$ cat src/hdl/bdbs_pkg.sv
// ----------------------------------------------------------------------------
// bdbs_pkg
// shared types and constants of the best detection box selector
// ----------------------------------------------------------------------------
package bdbs_pkg;

   localparam int CONF_W      = 16;
   localparam int PAD_W       = 11;
   localparam int SCALE_W     = 16;
   localparam int XY_W        = 15;
   localparam int WH_W        = 16;
   localparam int FRAC_W      = 16;  // mapped coordinates are Q.16 before truncation
   localparam int SUBPIX_W    = 4;   // model coordinates are Q11.4
   localparam int C2_W        = 2 * CONF_W;
   localparam int CSR_INDEX_W = 2;
   localparam int CSR_DATA_W  = 16;
   localparam int QUEUE_DEPTH = 8;
   localparam int RSP_DATA_W  = 80;

   localparam logic [CONF_W-1:0]  MIN_CONF_RESET      = 16'd16384;
   localparam logic [PAD_W-1:0]   PAD_RESET           = 11'd0;
   localparam logic [SCALE_W-1:0] INVERSE_SCALE_RESET = 16'd4096;

   typedef enum logic [CSR_INDEX_W-1:0] {
      CSR_MIN_CONF      = 2'd0,
      CSR_PAD_LEFT      = 2'd1,
      CSR_PAD_TOP       = 2'd2,
      CSR_INVERSE_SCALE = 2'd3
   } csr_index_type;

   typedef struct packed {
      logic [CONF_W-1:0]  min_conf;
      logic [PAD_W-1:0]   pad_left;
      logic [PAD_W-1:0]   pad_top;
      logic [SCALE_W-1:0] inverse_scale;
   } cfg_type;

   // result word, last field in the lowest bits
   typedef struct packed {
      logic signed [WH_W-1:0] rect_h;
      logic signed [WH_W-1:0] rect_w;
      logic [XY_W-1:0]        rect_y;
      logic [XY_W-1:0]        rect_x;
      logic [CONF_W-1:0]      confidence;
   } rsp_type;

   // queue word: last, qual, conf, four corners, two partial products
   function automatic int entry_width(int coord_bits);
      return 2 + CONF_W + 4 * coord_bits + 2 * (C2_W + coord_bits);
   endfunction

endpackage

$ cat src/hdl/bdbs_front.sv
// ----------------------------------------------------------------------------
// bdbs_front
// accepts candidate boxes, qualifies them and forms the ranking products
// ----------------------------------------------------------------------------
module bdbs_front #(
   parameter int COORD_BITS = 16,
   parameter int DEPTH      = 8,
   localparam int ENTRY_W   = bdbs_pkg::entry_width(COORD_BITS),
   localparam int CNT_W     = $clog2(DEPTH + 1)
) (
   input  logic                          clock,
   input  logic                          reset,
   input  logic                          req_tvalid,
   output logic                          req_tready,
   input  logic [4*COORD_BITS+bdbs_pkg::CONF_W-1:0] req_fields,
   input  logic                          req_tlast,
   input  logic [bdbs_pkg::CONF_W-1:0]   min_conf,
   input  logic [CNT_W-1:0]              queue_count,
   output logic                          push_valid,
   output logic [ENTRY_W-1:0]            push_data
);

   localparam int CB   = COORD_BITS;
   localparam int AW   = 2 * CB;
   localparam int PW   = bdbs_pkg::C2_W + CB;

   typedef struct packed {
      logic                             last;
      logic                             qual;
      logic [bdbs_pkg::CONF_W-1:0]      conf;
      logic signed [CB-1:0]             x1;
      logic signed [CB-1:0]             y1;
      logic signed [CB-1:0]             x2;
      logic signed [CB-1:0]             y2;
      logic [PW-1:0]                    p_lo;
      logic [PW-1:0]                    p_hi;
   } entry_type;

   typedef struct packed {
      logic                             last;
      logic                             qual;
      logic [bdbs_pkg::CONF_W-1:0]      conf;
      logic signed [CB-1:0]             x1;
      logic signed [CB-1:0]             y1;
      logic signed [CB-1:0]             x2;
      logic signed [CB-1:0]             y2;
   } box_type;

   logic                     accept;
   logic signed [CB-1:0]     in_x1, in_y1, in_x2, in_y2;
   logic [bdbs_pkg::CONF_W-1:0] in_conf;
   logic signed [CB:0]       w, h;
   logic [CB-1:0]            mag_w, mag_h;
   logic                     pos_area;
   logic [CNT_W:0]           used;

   logic                     s1_valid_ff, s1_valid_in;
   box_type                  s1_box_ff, s1_box_in;
   logic [CB-1:0]            s1_mag_w_ff, s1_mag_w_in;
   logic [CB-1:0]            s1_mag_h_ff, s1_mag_h_in;

   logic                     s2_valid_ff, s2_valid_in;
   box_type                  s2_box_ff;
   logic [AW-1:0]            s2_area_ff, s2_area_in;
   logic [bdbs_pkg::C2_W-1:0] s2_c2_ff, s2_c2_in;

   logic                     s3_valid_ff, s3_valid_in;
   box_type                  s3_box_ff;
   logic [PW-1:0]            s3_p_lo_ff, s3_p_lo_in;
   logic [PW-1:0]            s3_p_hi_ff, s3_p_hi_in;

   entry_type                entry;

   assign in_x1   = req_fields[CB-1:0];
   assign in_y1   = req_fields[2*CB-1:CB];
   assign in_x2   = req_fields[3*CB-1:2*CB];
   assign in_y2   = req_fields[4*CB-1:3*CB];
   assign in_conf = req_fields[4*CB+bdbs_pkg::CONF_W-1:4*CB];

   // room in the queue for every word already in the pipe
   assign used = (CNT_W+1)'(queue_count) + (CNT_W+1)'(s1_valid_ff)
               + (CNT_W+1)'(s2_valid_ff) + (CNT_W+1)'(s3_valid_ff);
   assign req_tready = used < (CNT_W+1)'(DEPTH);
   assign accept     = req_tvalid && req_tready;

   always_comb begin
      w        = {in_x2[CB-1], in_x2} - {in_x1[CB-1], in_x1};
      h        = {in_y2[CB-1], in_y2} - {in_y1[CB-1], in_y1};
      mag_w    = w[CB] ? CB'(-w) : w[CB-1:0];
      mag_h    = h[CB] ? CB'(-h) : h[CB-1:0];
      pos_area = (w != '0) && (h != '0) && (w[CB] == h[CB]);

      s1_valid_in    = accept;
      s1_box_in.last = req_tlast;
      s1_box_in.qual = (in_conf > min_conf) && pos_area;
      s1_box_in.conf = in_conf;
      s1_box_in.x1   = in_x1;
      s1_box_in.y1   = in_y1;
      s1_box_in.x2   = in_x2;
      s1_box_in.y2   = in_y2;
      s1_mag_w_in    = mag_w;
      s1_mag_h_in    = mag_h;

      s2_valid_in = s1_valid_ff;
      s2_area_in  = s1_mag_w_ff * s1_mag_h_ff;
      s2_c2_in    = s1_box_ff.conf * s1_box_ff.conf;

      // metric is split so that no product is wider than 32 by COORD_BITS
      s3_valid_in = s2_valid_ff;
      s3_p_lo_in  = s2_c2_ff * s2_area_ff[CB-1:0];
      s3_p_hi_in  = s2_c2_ff * s2_area_ff[AW-1:CB];
   end

   always_ff @(posedge clock) begin
      if (reset) begin
         s1_valid_ff <= 1'b0;
         s2_valid_ff <= 1'b0;
         s3_valid_ff <= 1'b0;
      end else begin
         s1_valid_ff <= s1_valid_in;
         s2_valid_ff <= s2_valid_in;
         s3_valid_ff <= s3_valid_in;
      end
   end

   always_ff @(posedge clock) begin
      s1_box_ff   <= s1_box_in;
      s1_mag_w_ff <= s1_mag_w_in;
      s1_mag_h_ff <= s1_mag_h_in;
      s2_box_ff   <= s1_box_ff;
      s2_area_ff  <= s2_area_in;
      s2_c2_ff    <= s2_c2_in;
      s3_box_ff   <= s2_box_ff;
      s3_p_lo_ff  <= s3_p_lo_in;
      s3_p_hi_ff  <= s3_p_hi_in;
   end

   always_comb begin
      entry.last = s3_box_ff.last;
      entry.qual = s3_box_ff.qual;
      entry.conf = s3_box_ff.conf;
      entry.x1   = s3_box_ff.x1;
      entry.y1   = s3_box_ff.y1;
      entry.x2   = s3_box_ff.x2;
      entry.y2   = s3_box_ff.y2;
      entry.p_lo = s3_p_lo_ff;
      entry.p_hi = s3_p_hi_ff;
   end

   assign push_valid = s3_valid_ff;
   assign push_data  = entry;

endmodule

$ cat config.mk
export PLATFORM = sky130hd
export DESIGN_NAME = bdbs_front
export DESIGN_NICKNAME = d
export VERILOG_FILES = /design/src/hdl/bdbs_pkg.sv /design/src/hdl/bdbs_front.sv
export SDC_FILE = /design/constraint.sdc
export NUM_CORES = 2
export LEC_CHECK = 0
export ABC_AREA = 1
export BUFFER_PORTS_ARGS = -buffer_cell sky130_fd_sc_hd__buf_2
export CELL_PAD_IN_SITES_DETAIL_PLACEMENT = 1
export CELL_PAD_IN_SITES_GLOBAL_PLACEMENT = 1
export CORE_UTILIZATION = 40
export DETAILED_ROUTE_END_ITERATION = 10
export MAX_ROUTING_LAYER = met4
export PLACE_DENSITY_LB_ADDON = 0.08
export SLEW_MARGIN = 20
export SYNTH_ARGS = -nofsm -noshare
export SYNTH_HDL_FRONTEND = slang
export SYNTH_SLANG_ARGS = --single-unit
export TNS_END_PERCENT = 30
$ cat constraint.sdc
create_clock -name clock -period 14.15 [get_ports clock]
set_input_delay 0.7075 -clock clock [delete_from_list [all_inputs] [get_ports clock]]
set_output_delay 0.7075 -clock clock [all_outputs]
set_load 0.03 [all_outputs]
==> flow_summary.toml <==
[status]
run_status = "finished clean"

[critical_path]
crit_path_top_delay_cell = "sky130_fd_sc_hd__dfxtp_2"
critPathRequiredTime_ns = 14.70
most_used_cell_along_the_critical_path = "sky130_fd_sc_hd__fa_1"
critical_path.max_fanout = 31
endpoint_class_of_the_critical_path = "flop"
timing.critical_path.cells = "nand2_1 > fa_1 > inv_1 > fa_1 > inv_1 > fa_1 > inv_1 > fa_1 > fa_1 > fa_1 > ha_1 > a21oi_1 > a21boi_0 > nand2_1 > a31oi_1 > o21ai_0 > nand3_1 > nand2_1 > nand2_1 > nand2_1"
cp_data_arrival_time_ns = 7.18
slowest_delay_ns = 0.98
start_kind = "flop"
setup.worst_path.class = "reg2reg"

[sta]
timing.hold.ws_ns = 0.117
hold_violation_count_in_the_final_report = 0
post-route-period-util = 0.468
max_clock_freq_ghz = 0.151
setup-violations-final = 0
max_slew_margin = 0.317
timing.setup.tns_ns = 0
finalWorstPathRequiredPeriod_ns = 6.63
unrepaired_setup_endpoints_after_global_routing = "no"
slew_violations = 0
clock_skew_ns = 0.0401
worst-slew-pin-transition_ns = 1.03

[cts]
cts_num_sinks = 439
clk_latency_ns = 0.70
tritoncts = "built"
cts.clk_slew.worst_paths_ns = 0.07
cts.htree.levels = 2
post_cts_resize_count = 0
clock_tree.root_cell = "sky130_fd_sc_hd__clkbuf_16"
post-cts-setup-buffer-count = 0
cts_made_buffers = 54
cts_buffer_depth = 3
count_of_hold_fix_buffers_inserted_at_cts = 0

[layout]
finish.utilization = 0.439
mostFrequentLayoutCell = "sky130_fd_sc_hd__inv_1"
synthToLayoutAreaGrowth_pct = 8.40
finalNetCount = 9558
fin_area_um2 = 67000
top_library_cells_by_usage_in_the_layout_fill_and_taps_aside = "sky130_fd_sc_hd__inv_1 (2216), sky130_fd_sc_hd__nand2_1 (1931), sky130_fd_sc_hd__fa_1 (1182), sky130_fd_sc_hd__ha_1 (501), sky130_fd_sc_hd__dfxtp_1 (419)"
post_route_cells_drive_above_1_share = 0.0658

[placed_design]
post_detailed_placement_cell_area_um2 = 65100
place_congestion = 0.924
numPortBuffers = 283
place_hpwl_um = 143000

[floorplanning]
fp.dieArea_um2 = 156000
initial_core_util = 0.405
chipHeight_um = 395
core_um2 = 153000
rows = 143
floorplan.io_pins = 284
die_width_um = 395

[detailed_routing]
drc = 0
detail_route.iter0.violations = 1892
detail_route.wirelength_um = 181000
drt_first_pass_iters = 5
route.layer.met1.wl_um = 80200
detailroute.via_count = 47100
routed-wl-met3_um = 7730
antenna_violation_net_count_after_detailed_routing = 0
average_detailed_routed_wire_length_per_instance_um = 18.4
drt-vias-per-instance = 4.78
highest-signal-layer = "met4"
met2_wirelength_um = 88800

[synthesis]
yosys.area.top_type = "sky130_fd_sc_hd__fa_1"
yosys_register_bits = 439
yosys_warnings = 0
synthArstFlopShare = 0
netlist_top_cells_area = "sky130_fd_sc_hd__fa_1 (38%), sky130_fd_sc_hd__dfxtp_1 (14%), sky130_fd_sc_hd__inv_1 (13%)"
synth_edf_count = 0
library_cells_used_by_synthesis = 48
syn-cell-area_um2 = 61800
synth_area_per_cell_um2 = 8.07
synth-main-ff-cell = "sky130_fd_sc_hd__dfxtp_1"
synthesis.instances = 7657
sequential_to_total_area_share_from_yosys_stat = 0.142
synth_top_area_frac = 0.383

[global_routing]
grt_max_degree = 34
antenna_found_initial = 7
first_global_vias = 54200
grt_pass1_wl_um = 295000
grt.total_usage = 0.246
globalRouteOverflowTotal = 0

[min_path]
min_path_type = "in2reg"

[flow_run]
timing.max_cap.violations = 0
area by class of cell:
cell class | instances | area, um2
antenna | 6 | 15.0
clock buffer | 65 | 1420
clock inverter | 37 | 463
fill | 18600 | 85700
inverter | 2220 | 8330
multi-input combinational | 4727 | 43600
sequential | 439 | 8810
tap | 2030 | 2540
timing repair buffer | 329 | 1760
cell families after synthesis:
group	Yosys count	synth area share
buf+inv	2505	0.153
other cells	2	0.000122
flops	439	0.142
xor+xnor	185	0.0271
compound gates	433	0.0396
simple gates	2410	0.154
fa+ha+maj	1683	0.485
metrics by stage:
| stage | cells | worst slack, ns |
|---|---|---|
| after floorplan | 7671 | 8.64 |
| after global placement | 9745 | 7.65 |
| after detailed placement | 9745 | 7.67 |
| after CTS | 9847 | 7.60 |
| after global routing | 9853 | 7.26 |
| final | 9853 | 7.52 |
synthesized netlist by cell type (31+ instances only):
| library cell | instances |
|---|---|
| sky130_fd_sc_hd__nand2_1 | 1931 |
| sky130_fd_sc_hd__dfxtp_1 | 439 |
| sky130_fd_sc_hd__a21oi_1 | 202 |
| sky130_fd_sc_hd__a31oi_1 | 34 |
| sky130_fd_sc_hd__nor2_1 | 262 |
| sky130_fd_sc_hd__clkbuf_1 | 277 |
| sky130_fd_sc_hd__inv_1 | 2216 |
| sky130_fd_sc_hd__nand2_2 | 31 |
| sky130_fd_sc_hd__nand3_1 | 95 |
| sky130_fd_sc_hd__xnor2_1 | 65 |
| sky130_fd_sc_hd__o21ai_0 | 100 |
| sky130_fd_sc_hd__ha_1 | 501 |
| sky130_fd_sc_hd__xor2_1 | 113 |
| sky130_fd_sc_hd__fa_1 | 1182 |
metal layers:
layer | vias to the layer above | track usage
met2 | 787 | 0.418
met1 | 24100 | 0.309
li1 | 22000 | -
met3 | 255 | 0.0334
met4 | 0 | 0.0624
met5 | - | -
sequential cells by signal, indices dropped and copies added, names as in the netlist:
signal,flops
s2_box_ff,81
s2_c2_ff,31
push_valid,1
s1_valid_ff,1
s2_area_ff,32
s1_mag_h_ff,16
s2_valid_ff,1
s1_mag_w_ff,16
push_data,82
s1_box_ff,82
s3_p_lo_ff,48
s3_p_hi_ff,48
final timing paths:
kind	cells past startpoint	start	slack, ns	to
max	20	s2_area_ff[25]$_DFF_P_	7.52	s3_p_hi_ff[35]$_DFF_P_
min	1	req_fields[23]	0.12	s1_box_ff[39]$_DFF_P_
min reg2reg	0	s2_box_ff[41]$_DFF_P_	0.32	push_data[137]$_DFF_P_
max reg2reg	20	s2_area_ff[25]$_DFF_P_	7.52	s3_p_hi_ff[35]$_DFF_P_
critical path, delay by kind of cell, from the launching register on:
family / cells / cell delay, ns
compound gates: 4 / 1.23
fa+ha+maj: 7 / 3.35
buf+inv: 3 / 0.18
flops: 1 / 0.98
simple gates: 6 / 0.73
Power is left out: the tool's default activity adds up to more than one toggle a clock period on the data nets, which glitch-free logic cannot reach.
