<file path="src/hdl/bdbs_fifo.sv">
// ----------------------------------------------------------------------------
// bdbs_fifo
// short register queue between the front and the back part
// ----------------------------------------------------------------------------
module bdbs_fifo #(
   parameter int WIDTH   = 8,
   parameter int DEPTH   = 8,
   localparam int PTR_W  = $clog2(DEPTH),
   localparam int CNT_W  = $clog2(DEPTH + 1)
) (
   input  logic             clock,
   input  logic             reset,
   input  logic             push,
   input  logic [WIDTH-1:0] push_data,
   input  logic             pop,
   output logic [WIDTH-1:0] pop_data,
   output logic             empty,
   output logic [CNT_W-1:0] count
);

   logic [WIDTH-1:0] mem_ff [DEPTH];
   logic [PTR_W-1:0] wr_ptr_ff, wr_ptr_in;
   logic [PTR_W-1:0] rd_ptr_ff, rd_ptr_in;
   logic [CNT_W-1:0] count_ff, count_in;

   // depth is a power of two, so the pointers wrap by themselves
   always_comb begin
      wr_ptr_in = push ? wr_ptr_ff + PTR_W'(1) : wr_ptr_ff;
      rd_ptr_in = pop  ? rd_ptr_ff + PTR_W'(1) : rd_ptr_ff;
      count_in  = count_ff + CNT_W'(push) - CNT_W'(pop);
   end

   always_ff @(posedge clock) begin
      if (reset) begin
         wr_ptr_ff <= '0;
         rd_ptr_ff <= '0;
         count_ff  <= '0;
      end else begin
         wr_ptr_ff <= wr_ptr_in;
         rd_ptr_ff <= rd_ptr_in;
         count_ff  <= count_in;
      end
   end

   always_ff @(posedge clock) begin
      if (push) begin
         mem_ff[wr_ptr_ff] <= push_data;
      end
   end

   assign pop_data = mem_ff[rd_ptr_ff];
   assign empty    = (count_ff == '0);
   assign count    = count_ff;

endmodule

</file>
<file path="config.mk">
export PLATFORM = sky130hd
export DESIGN_NAME = bdbs_fifo
export DESIGN_NICKNAME = d
export VERILOG_FILES = /design/src/hdl/bdbs_fifo.sv
export SDC_FILE = /design/constraint.sdc
export NUM_CORES = 1
export LEC_CHECK = 0
export BUFFER_PORTS_ARGS = -buffer_cell sky130_fd_sc_hd__buf_2
export CORE_ASPECT_RATIO = 1.2
export CORE_MARGIN = 2
export CORE_UTILIZATION = 55
export CTS_CLUSTER_DIAMETER = 80
export CTS_CLUSTER_SIZE = 24
export DETAILED_ROUTE_END_ITERATION = 7
export PLACE_DENSITY = 0.76
export SYNTH_ARGS = -nofsm -noshare
export SYNTH_HDL_FRONTEND = slang
export SYNTH_SLANG_ARGS = --single-unit
</file>
<file path="constraint.sdc">
create_clock -name clock -period 1.95 [get_ports clock]
set_input_delay 0.2925 -clock clock [delete_from_list [all_inputs] [get_ports clock]]
set_output_delay 0.2925 -clock clock [all_outputs]
set_load 0.02 [all_outputs]
</file>
==> impl_results.md, run 1 <==
- XOR/XNOR Fraction of Synth Area: under 10%
- Total Wirelength: 5140 um
- DRC marker count from the first detailed-route iteration: ~140
- Die height: ~86 um
- Num CTS Buffers: 9
- F_max: approximately 480 MHz
- Worst hold path stage count: 1
- Drt drc: 0
- Die Wd: about 72 um
- Hold Path End: mem_ff[1][6]$_DFFE_PP_
- Syn. warnings: 0
- Layout cell share with drive strength beyond 1: a little under two fifths
- Slew HR: 63.4%
- PortBufs: 24
- First-pass GRT wire length: roughly 8100 um
- #FFs+latches synth: just under 80
- Max-cap viol count: 0
- Largest net degree at the start of global routing: 17
- Num Clock Sinks: 77
- Pins Over Slew Limit: 0
- CP max FO: 8
- Number of setup violations in the final report: 8
- Clock-pin slew on the worst setup and hold paths: 0.07 ns
- Syn Nets: around 180
- Top cells by count, synth: edfxtp_1 (64), nor2_1 (16), mux4_1 (15)
- Setup WS pre-CTS: around 0.14 ns
- Sequential area share after synthesis: 70.8%
- Drt first pass iters: 4
- RSZ-0062 raised after global routing: true
- Max IR drop VDD: about 0.65 mV
- WL per Instance: around 19 um
- FP Rows: 29
- Final core occ: roughly two thirds
- Worst min path class: in -> reg
- CP Launch Type: flip-flop
- Main combinational cell family by area after synthesis: multiplexers
- HPWL after DPL: 3200 um
- CP required: 1.66 ns
- Number of global-route vias before repair: roughly 1,600
- Number of top-level pins: 25
- Final worst slack: -0.148 ns
- Post-synth EDFFs: 64
- CTS tree: yes
- Syn Area/Cell: between 15 and 20 um^2
- Gate count of the mapped netlist: around 160
- Area leader, netlist: edfxtp_1
- Post-route minimum period: approximately 2.1 ns
- Die Footprint: 6220 um^2
- Root buffer cell: clkbuf_8
- Crit path DAT: between 1.5 and 2 ns
- Synth cell types: 25
- Hold Startpoint: push_data[6]
- Latest clock arrival within the worst-skew pair: 0.33 ns
- Leak: ~0.0013 uW
- Setup Fix Bufs, Post-CTS: 0
- Area of the mapped netlist: approximately 3100 um^2
- Initial antenna violation count: 0
- Most frequent cell after synthesis: edfxtp_1
- Hold Fails Final Rpt: 0
- Status: finished, violations left
- N_diodes: 0
- Cell Pwr Density: 1040 nW/um^2
- Start of the worst register-to-register path: count[0]$_SDFF_PP0_
- Yosys top cell area share: about 62%
- R2R Setup Slk: between 0.2 and 0.3 ns
- Synth area leaders: edfxtp_1 (62%), mux4_1 (13%), dfxtp_1 (8.4%)
- H-Tree Depth: 3
- Worst setup EP type: output port
- Core box area: approximately 5300 um^2
- Most used DFF post-synth: edfxtp_1
- Placer Congestion: ~0.74
- Adder-Cell Fraction of Synth Area: under 10%
- Critical path class: reg -> out
- Area growth syn-to-layout: 15.9%
- Starting density of the core: between 50 and 60%
- Failing checks: negative setup slack
- Post-synthesis async set-or-reset flop share: 0%
- Worst reg2reg endpoint: count[2]$_SDFF_PP0_
- Total track usage: about a fifth
- Maximum clock insertion buffer count: 2
- Vias/cell: ~5.5
- Complex-gate fraction of the synthesized area: less than 1%
- Vias: approximately 1,500
- Period utilization: 108%
- Mux contribution to synthesized area: roughly 17%
- Worst Tran Pin Value: ~0.55 ns
- Post-detailed-route count of antenna-violating nets: 0
- Post-synthesis simple-gate area fraction: about 4.1%
- R2R cell count: 8
- Clock Skew: between 0.006 and 0.007 ns
- Grt total ovfl: 0
- Net total in the final layout: 221
-- routing by layer --
metal	routed length (um)	track usage, %	up-vias	part of all wire, %
met2	2700	31.4	31	53
met5	0	0	-	0
met3	159	4.82	6	3.1
met1	2190	22.7	750	43
li1	-	-	696	-
met4	87	8.23	0	1.7
-- cell usage in the layout (no fill, tap or decap), types with 2 or more instances in the layout --
master	count
clkinv_2	3
clkbuf_8	9
inv_1	7
nor2_1	16
mux2_4	5
nand2_1	4
dfxtp_1	12
ha_1	7
buf_2	16
mux2i_1	2
nand2b_1	4
a21oi_1	2
xnor2_1	2
buf_4	9
mux4_2	16
edfxtp_1	64
nor3_1	2
xor2_1	3
mux2_2	3
buf_6	8
-- where the power goes --
group          switching, uW  internal [uW]  leakage (uW)  total, uW
logic                    311            298      0.000481        608
registers               54.2           1860      0.000689       1910
clock network            537            662      0.000108       1200
total                    902           2820       0.00128       3720
-- kinds of logic after synthesis --
kind of cell,count (synthesis)
buffers and inverters,13
xor gates and xnor gates,5
DFF,77
muxes,26
and+or+nand+nor,29
AOI/OAI and AO/OA,3
adders and majority gates,8
-- final cells by class --
type	instances	area, um^2
clock buffers	10	149
inverters	7	26.3
fillers	362	1760
multi-input cells	71	787
clock inverters	6	58.8
repair buffers	35	285
well taps	62	77.6
flip-flops and latches	77	2190
-- what timing repair did --
item,4_1_cts,5_1_grt
resized for setup,39,0
cloned,1,0
hold buffers,0,0
endpoints found under the setup margin,8,8
-- how the worst max path moves through the flow --
stage	slack (ns)	start	end
floorplan	0.25	flip-flop	pop_data[1]
global placement	0.16	flip-flop	pop_data[4]
detailed placement	0.14	flip-flop	pop_data[4]
CTS	-0.17	flip-flop	pop_data[4]
global route	-0.22	flip-flop	pop_data[3]
finish	-0.15	flip-flop	pop_data[3]
-- worst max-delay path, stage by stage, from the launching register on --
cell and delay [ns]:
dfxtp_4 0.40, buf_12 0.15, mux4_2 0.50, mux2_4 0.29
buf_6 0.13
-- sequential cells by signal, summed over array words and instances (netlist names), named ones only --
signal / flops
count: 4
mem_ff: 64
rd_ptr_ff: 3
wr_ptr_ff: 3
-- stage by stage --
stage	power (uW)	TNS (ns)	instance area, um^2	std cells	hold WS [ns]
after floorplan	2310	0	3080	161	0.391
after global placement	2440	0	3320	251	0.508
after detailed placement	2480	0	3320	251	0.533
after CTS	3750	-1.23	3570	268	0.210
after global routing	3890	-1.64	3570	268	0.219
final	3720	-1.06	3570	268	0.226
Power figures use the tool's default switching activity.
==> run 2, diff against run 1 <==
--- a/config.mk
+++ b/config.mk
@@ -13,6 +13,7 @@
 export CTS_CLUSTER_SIZE = 24
 export DETAILED_ROUTE_END_ITERATION = 7
 export PLACE_DENSITY = 0.76
+export SKIP_CTS_REPAIR_TIMING = 1
 export SYNTH_ARGS = -nofsm -noshare
 export SYNTH_HDL_FRONTEND = slang
 export SYNTH_SLANG_ARGS = --single-unit
==> run 2 against run 1 <==
  * The flow still finishes with violations (negative setup slack)
  * First-iteration DRC count fell by 0.70%
  * Hold slack hardly changed
  * Global-route usage decreased by 1.0 points
  * Total power down 0.11%
  * Critical path type unchanged
  * Sequential share of layout area up 0.11 points
  * Critical endpoint is now pop_data[2]
  * Highest routed layer unchanged
  * Largest power group unchanged
  * Largest cell class unchanged
  * Non-clock buffer count did not move
  * Via count up 1.9%
  * Worst setup slack improved by 0.0022 ns
  * Wire length increased by 1.2%
  * Die area is the same
  * Cell area shrank 0.18%
  * Count of clock-buffer cells in the layout stayed put
==> impl_results.md, run 2 (synthesis results as in run 1) <==
- Hold Path End: mem_ff[1][4]$_DFFE_PP_
- Final core occ: approximately 67%
- Starting density of the core: between 50% and 60%
- Root buffer cell: clkbuf_8
- Worst Tran Pin Value: 0.507 ns
- Vias/cell: roughly 5.6
- Worst reg2reg endpoint: count[2]$_SDFF_PP0_
- DRC marker count from the first detailed-route iteration: roughly 140
- CP max-delay cell: mux4_2
- Sw frac: between 20% and 30%
- Placer Congestion: around 0.74
- Total Wirelength: between 5000 and 6000 um
- Number of global-route vias before repair: around 1,600
- Worst path cell trace: clkbuf_16 > mux4_2 > mux2_4 > buf_6
- CP required: 1.66 ns
- Area of the multi-input gates: just under 800 um^2
- Number of setup violations in the final report: 8
- Clock Skew: around 0.0058 ns
- Net total in the final layout: around 220
- CP Launch Type: flip-flop
- Worst hold path stage count: 1
- Total track usage: 17.7%
- Sequential power share: approximately half
- Hold Fails Final Rpt: 0
- H-Tree Depth: 3
- Crit path DAT: approximately 1.8 ns
- Latest clock arrival within the worst-skew pair: 0.33 ns
- Status: finished, violations left
- Leak: 0.00127 uW
- FP Rows: 29
- Num CTS Buffers: 9
- Initial antenna violation count: 0
- Num Clock Sinks: a little under 80
- PortBufs: 24
- Die height: about 86 um
- Maximum clock insertion buffer count: 2
- Slew HR: approximately 66%
- Clock-pin slew on the worst setup and hold paths: around 0.080 ns
- Pins Over Slew Limit: 0
- Die Footprint: about 6200 um^2
- R2R cell count: 8
- Post-detailed-route count of antenna-violating nets: 0
- Drt first pass iters: 4
- Final worst slack: -0.146 ns
- Critical path class: reg -> out
- Cell Pwr Density: around 1000 nW/um^2
- CP max FO: 8
- Setup WS pre-CTS: 0.144 ns
- CTS tree: yes
- Failing checks: negative setup slack
- Period utilization: 107%
- Grt total ovfl: 0
- Reg area: 2190 um^2
- Power Total: approximately 3700 uW
- Post-route minimum period: between 2 and 2.5 ns
- Most frequent cells in the layout: edfxtp_1 (64), mux4_2 (16), nor2_1 (16), buf_2 (16), dfxtp_1 (12)
- Combinational group share of total power: between 10% and 20%
- F_max: ~480 MHz
- Clk pwr share: about a third
- Net Switching: roughly 900 uW
- Most flops, register: mem_ff
- Worst setup EP type: output port
- Max-cap viol count: 0
- Die Wd: 72.3 um
- Largest net degree at the start of global routing: 17
- Core box area: approximately 5300 um^2
- Layout cell share with drive strength beyond 1: between 30% and 40%
- WL per Instance: slightly below 20 um
- N_diodes: 0
- HPWL after DPL: between 3000 and 4000 um
- Start of the worst register-to-register path: count[0]$_SDFF_PP0_
- Vias: 1,511
- Max IR drop VDD: ~0.65 mV
- Biggest cell delay along the critical path: about 0.5 ns
- Worst min path class: in -> reg
- # fillers: ~360
- RSZ-0062 raised after global routing: true
- R2R Setup Slk: between 0.2 and 0.3 ns
- First-pass GRT wire length: approximately 7600 um
- Hold Startpoint: push_data[4]
- Number of top-level pins: 25
- Commonest non-fill, non-tap cell in the layout: edfxtp_1
- Hold slack final: 0.226 ns
- Drt drc: 0
- Area growth syn-to-layout: 15.7%
- Max reg flops: 64
- Pint: ~2800 uW
==> run 2: area by class of cell <==
cell class | count | area share, %
timing repair buffer | 35 | 7.94
tap | 62 | 2.18
multi-input combinational | 71 | 22.0
inverter | 7 | 0.737
clock inverter | 6 | 1.65
sequential | 77 | 61.3
clock buffer | 10 | 4.18
==> run 2: worst max-delay path, delay by kind of cell, from the launching register on <==
kind	cells	cell delay (ns)
mux	2	0.78
flops	1	0.39
buf+inv	2	0.30
==> run 2: routing by layer <==
metal  wire (um)  GRT usage, %  up-vias  part of all wire (%)
met4          87          8.23        0                   1.7
li1            -             -      697                     -
met5           0             0        -                     0
met2        2730          30.9       33                    52
met1        2200          19.9      775                    42
met3         185          4.82        6                   3.6
==> run 2: worst max path at each step <==
stage | from | end | slack (ns)
after floorplan | flip-flop | pop_data[1] | 0.25
after global placement | flip-flop | pop_data[4] | 0.16
after detailed placement | flip-flop | pop_data[4] | 0.14
after CTS | flip-flop | pop_data[4] | -0.23
after global routing | flip-flop | pop_data[0] | -0.21
final | flip-flop | pop_data[2] | -0.15
==> run 2: through the flow <==
stage / area, um^2 / std cells / setup TNS, ns
after global placement: 3320 / 251 / 0
after floorplan: 3080 / 161 / 0
after global routing: 3560 / 268 / -1.64
final: 3560 / 268 / -1.08
after CTS: 3530 / 267 / -1.70
after detailed placement: 3320 / 251 / 0
==> run 2: power by group through the flow <==
stage               Sequential, uW  Clock (uW)  Combinational (uW)
global route                  1920        1310                 660
global placement              1930           0                 506
finish                        1910        1200                 606
CTS                           1900        1220                 544
detailed placement            1940           0                 541
floorplan                     1960           0                 351
==> run 3, diff against run 2 <==
--- a/config.mk
+++ b/config.mk
@@ -5,7 +5,7 @@
 export SDC_FILE = /design/constraint.sdc
 export NUM_CORES = 1
 export LEC_CHECK = 0
-export BUFFER_PORTS_ARGS = -buffer_cell sky130_fd_sc_hd__buf_2
+export BUFFER_PORTS_ARGS = -buffer_cell sky130_fd_sc_hd__buf_4
 export CORE_ASPECT_RATIO = 1.2
 export CORE_MARGIN = 2
 export CORE_UTILIZATION = 55
==> run 3 against run 2 <==
  * The run still ends with negative setup slack left
  * Combinational power rose by 4.1%
  * Worst setup slack got worse by 0.021 ns
  * Register-to-register slack worse by 0.02 ns
  * Fmax decreased by 0.98%
  * Sequential share of layout area shrank 0.72 points
  * Critical endpoint is now pop_data[3]
  * Highest routed layer unchanged
==> impl_results.md, run 3 (synthesis results as in run 1) <==
- FP Rows: 29
- Critical path class: reg -> out
- Die height: 86.0 um
- Clk pwr share: 31.5%
- Vias: about 1,500
- Final core occ: 67.6%
- Initial antenna violation count: 0
- WL per Instance: 19.9 um
- Maximum clock insertion buffer count: 2
- Most flops, register: mem_ff
- PortBufs: 24
- First-pass GRT wire length: ~8000 um
- Worst setup EP type: output port
- CP max-delay cell: mux4_2
- Hold slack final: between 0.15 and 0.2 ns
- Total Wirelength: about 5300 um
- CP Launch Type: flip-flop
- Core box area: between 5000 and 6000 um^2
- Starting density of the core: approximately 58%
- Worst min path class: in -> reg
- Post-route minimum period: approximately 2.1 ns
- Commonest non-fill, non-tap cell in the layout: edfxtp_1
- CP max FO: 8
- Worst reg2reg endpoint: count[2]$_SDFF_PP0_
- Pins Over Slew Limit: 0
- Root buffer cell: clkbuf_8
- Drt first pass iters: 4
- Number of setup violations in the final report: 8
- Number of global-route vias before repair: ~1,600
- Failing checks: negative setup slack
- Combinational group share of total power: roughly 17%
- Sequential power share: about half
- Period utilization: 109%
- Post-Layout Cell Count: around 270
- Num CTS Buffers: 9
- Worst hold path stage count: 1
- R2R cell count: 8
- Final worst slack: -0.167 ns
- CP required: between 1.5 and 2 ns
- Cell Pwr Density: a little over 1000 nW/um^2
- Power Total: between 3000 and 4000 uW
- Critical path depth in cells: 4
- Die Footprint: about 6200 um^2
- Leak: 0.00129 uW
- Start of the worst register-to-register path: count[0]$_SDFF_PP0_
- Post-detailed-route count of antenna-violating nets: 0
- Worst Tran Pin Value: between 0.5 and 0.6 ns
- Layout cell share with drive strength beyond 1: between 30% and 40%
- Most frequent cells in the layout: edfxtp_1 (64), buf_4 (25), mux4_2 (16), nor2_1 (16), dfxtp_1 (12)
- Kind of cell adding the most delay to the critical path: multiplexers
- Dpl cells: approximately 250
- Setup WS pre-CTS: ~0.11 ns
- Vias/cell: roughly 5.7
- Number of top-level pins: 25
- Hold Startpoint: push_data[7]
- Drt drc: 0
- Max reg flops: between 60 and 70
- Hold Fails Final Rpt: 0
- Sw frac: between 20% and 30%
- Largest net degree at the start of global routing: 17
- Max IR drop VDD: ~0.85 mV
- Total track usage: between 15 and 20%
- Worst path cell trace: clkbuf_16 > mux4_2 > mux2_2 > buf_6
- Buf/Inv on CP: 2
- Clock Skew: ~0.0082 ns
- # fillers: 357
- CTS tree: yes
- Status: finished, violations left
- Num Clock Sinks: 77
- Grt total ovfl: 0
- Area growth syn-to-layout: 17.1%
- N_diodes: 0
- R2R Setup Slk: 0.27 ns
- H-Tree Depth: 3
- Crit path DAT: approximately 1.8 ns
- HPWL after DPL: between 3000 and 4000 um
- Clock-pin slew on the worst setup and hold paths: approximately 0.080 ns
- Net total in the final layout: approximately 220
- DRC marker count from the first detailed-route iteration: 80
- Die Wd: between 70 and 80 um
- Biggest cell delay along the critical path: around 0.52 ns
- F_max: 472 MHz
- Latest clock arrival within the worst-skew pair: between 0.3 and 0.4 ns
- Pint: about 2800 uW
- Hold Path End: mem_ff[1][7]$_DFFE_PP_
- Net Switching: a little under 900 uW
- Placer Congestion: approximately 0.7
- RSZ-0062 raised after global routing: true
- Max-cap viol count: 0
- Slew HR: approximately 65%
## run 3: metal layers
metal | vias to the layer above | part of all wire (%) | global-route usage, % | routed length [um]
met3 | 10 | 4.1 | 5.05 | 219
met4 | 0 | 1.6 | 7.72 | 85
met2 | 37 | 55 | 32.3 | 2940
li1 | 698 | - | - | -
met1 | 772 | 39 | 20.1 | 2100
met5 | - | 0 | 0 | 0
## run 3: power by group through the flow
stage	combinational [uW]	sequential, uW	clock (uW)
detailed placement	584	1940	0
CTS	587	1910	1190
global placement	558	1930	0
floorplan	351	1960	0
global route	695	1920	1260
finish	631	1910	1170
## run 3: cell type report
type / count / area [um^2] / share of cell area [%]
Sequential cell: 77 / 2190 / 60.6
Clock inverter: 3 / 15.0 / 0.416
Timing Repair Buffer: 35 / 323 / 8.95
Clock buffer: 13 / 191 / 5.31
Multi-Input combinational cell: 71 / 787 / 21.8
Inverter: 7 / 26.3 / 0.729
Tap cell: 62 / 77.6 / 2.15
## run 3: worst max-delay path by stage
stage	start	to	slack, ns
after floorplan	flip-flop	pop_data[1]	0.25
after detailed placement	flip-flop	pop_data[3]	0.11
after global placement	flip-flop	pop_data[3]	0.15
after CTS	flip-flop	pop_data[3]	-0.27
after global routing	flip-flop	pop_data[3]	-0.22
final	flip-flop	pop_data[3]	-0.17
## run 3: through the flow
step / TNS, ns / instance area, um^2
4_1_cts: -1.85 / 3580
2_1_floorplan: 0 / 3080
3_3_place_gp: 0 / 3380
3_5_place_dp: 0 / 3380
5_1_grt: -1.54 / 3610
6_report: -1.08 / 3610
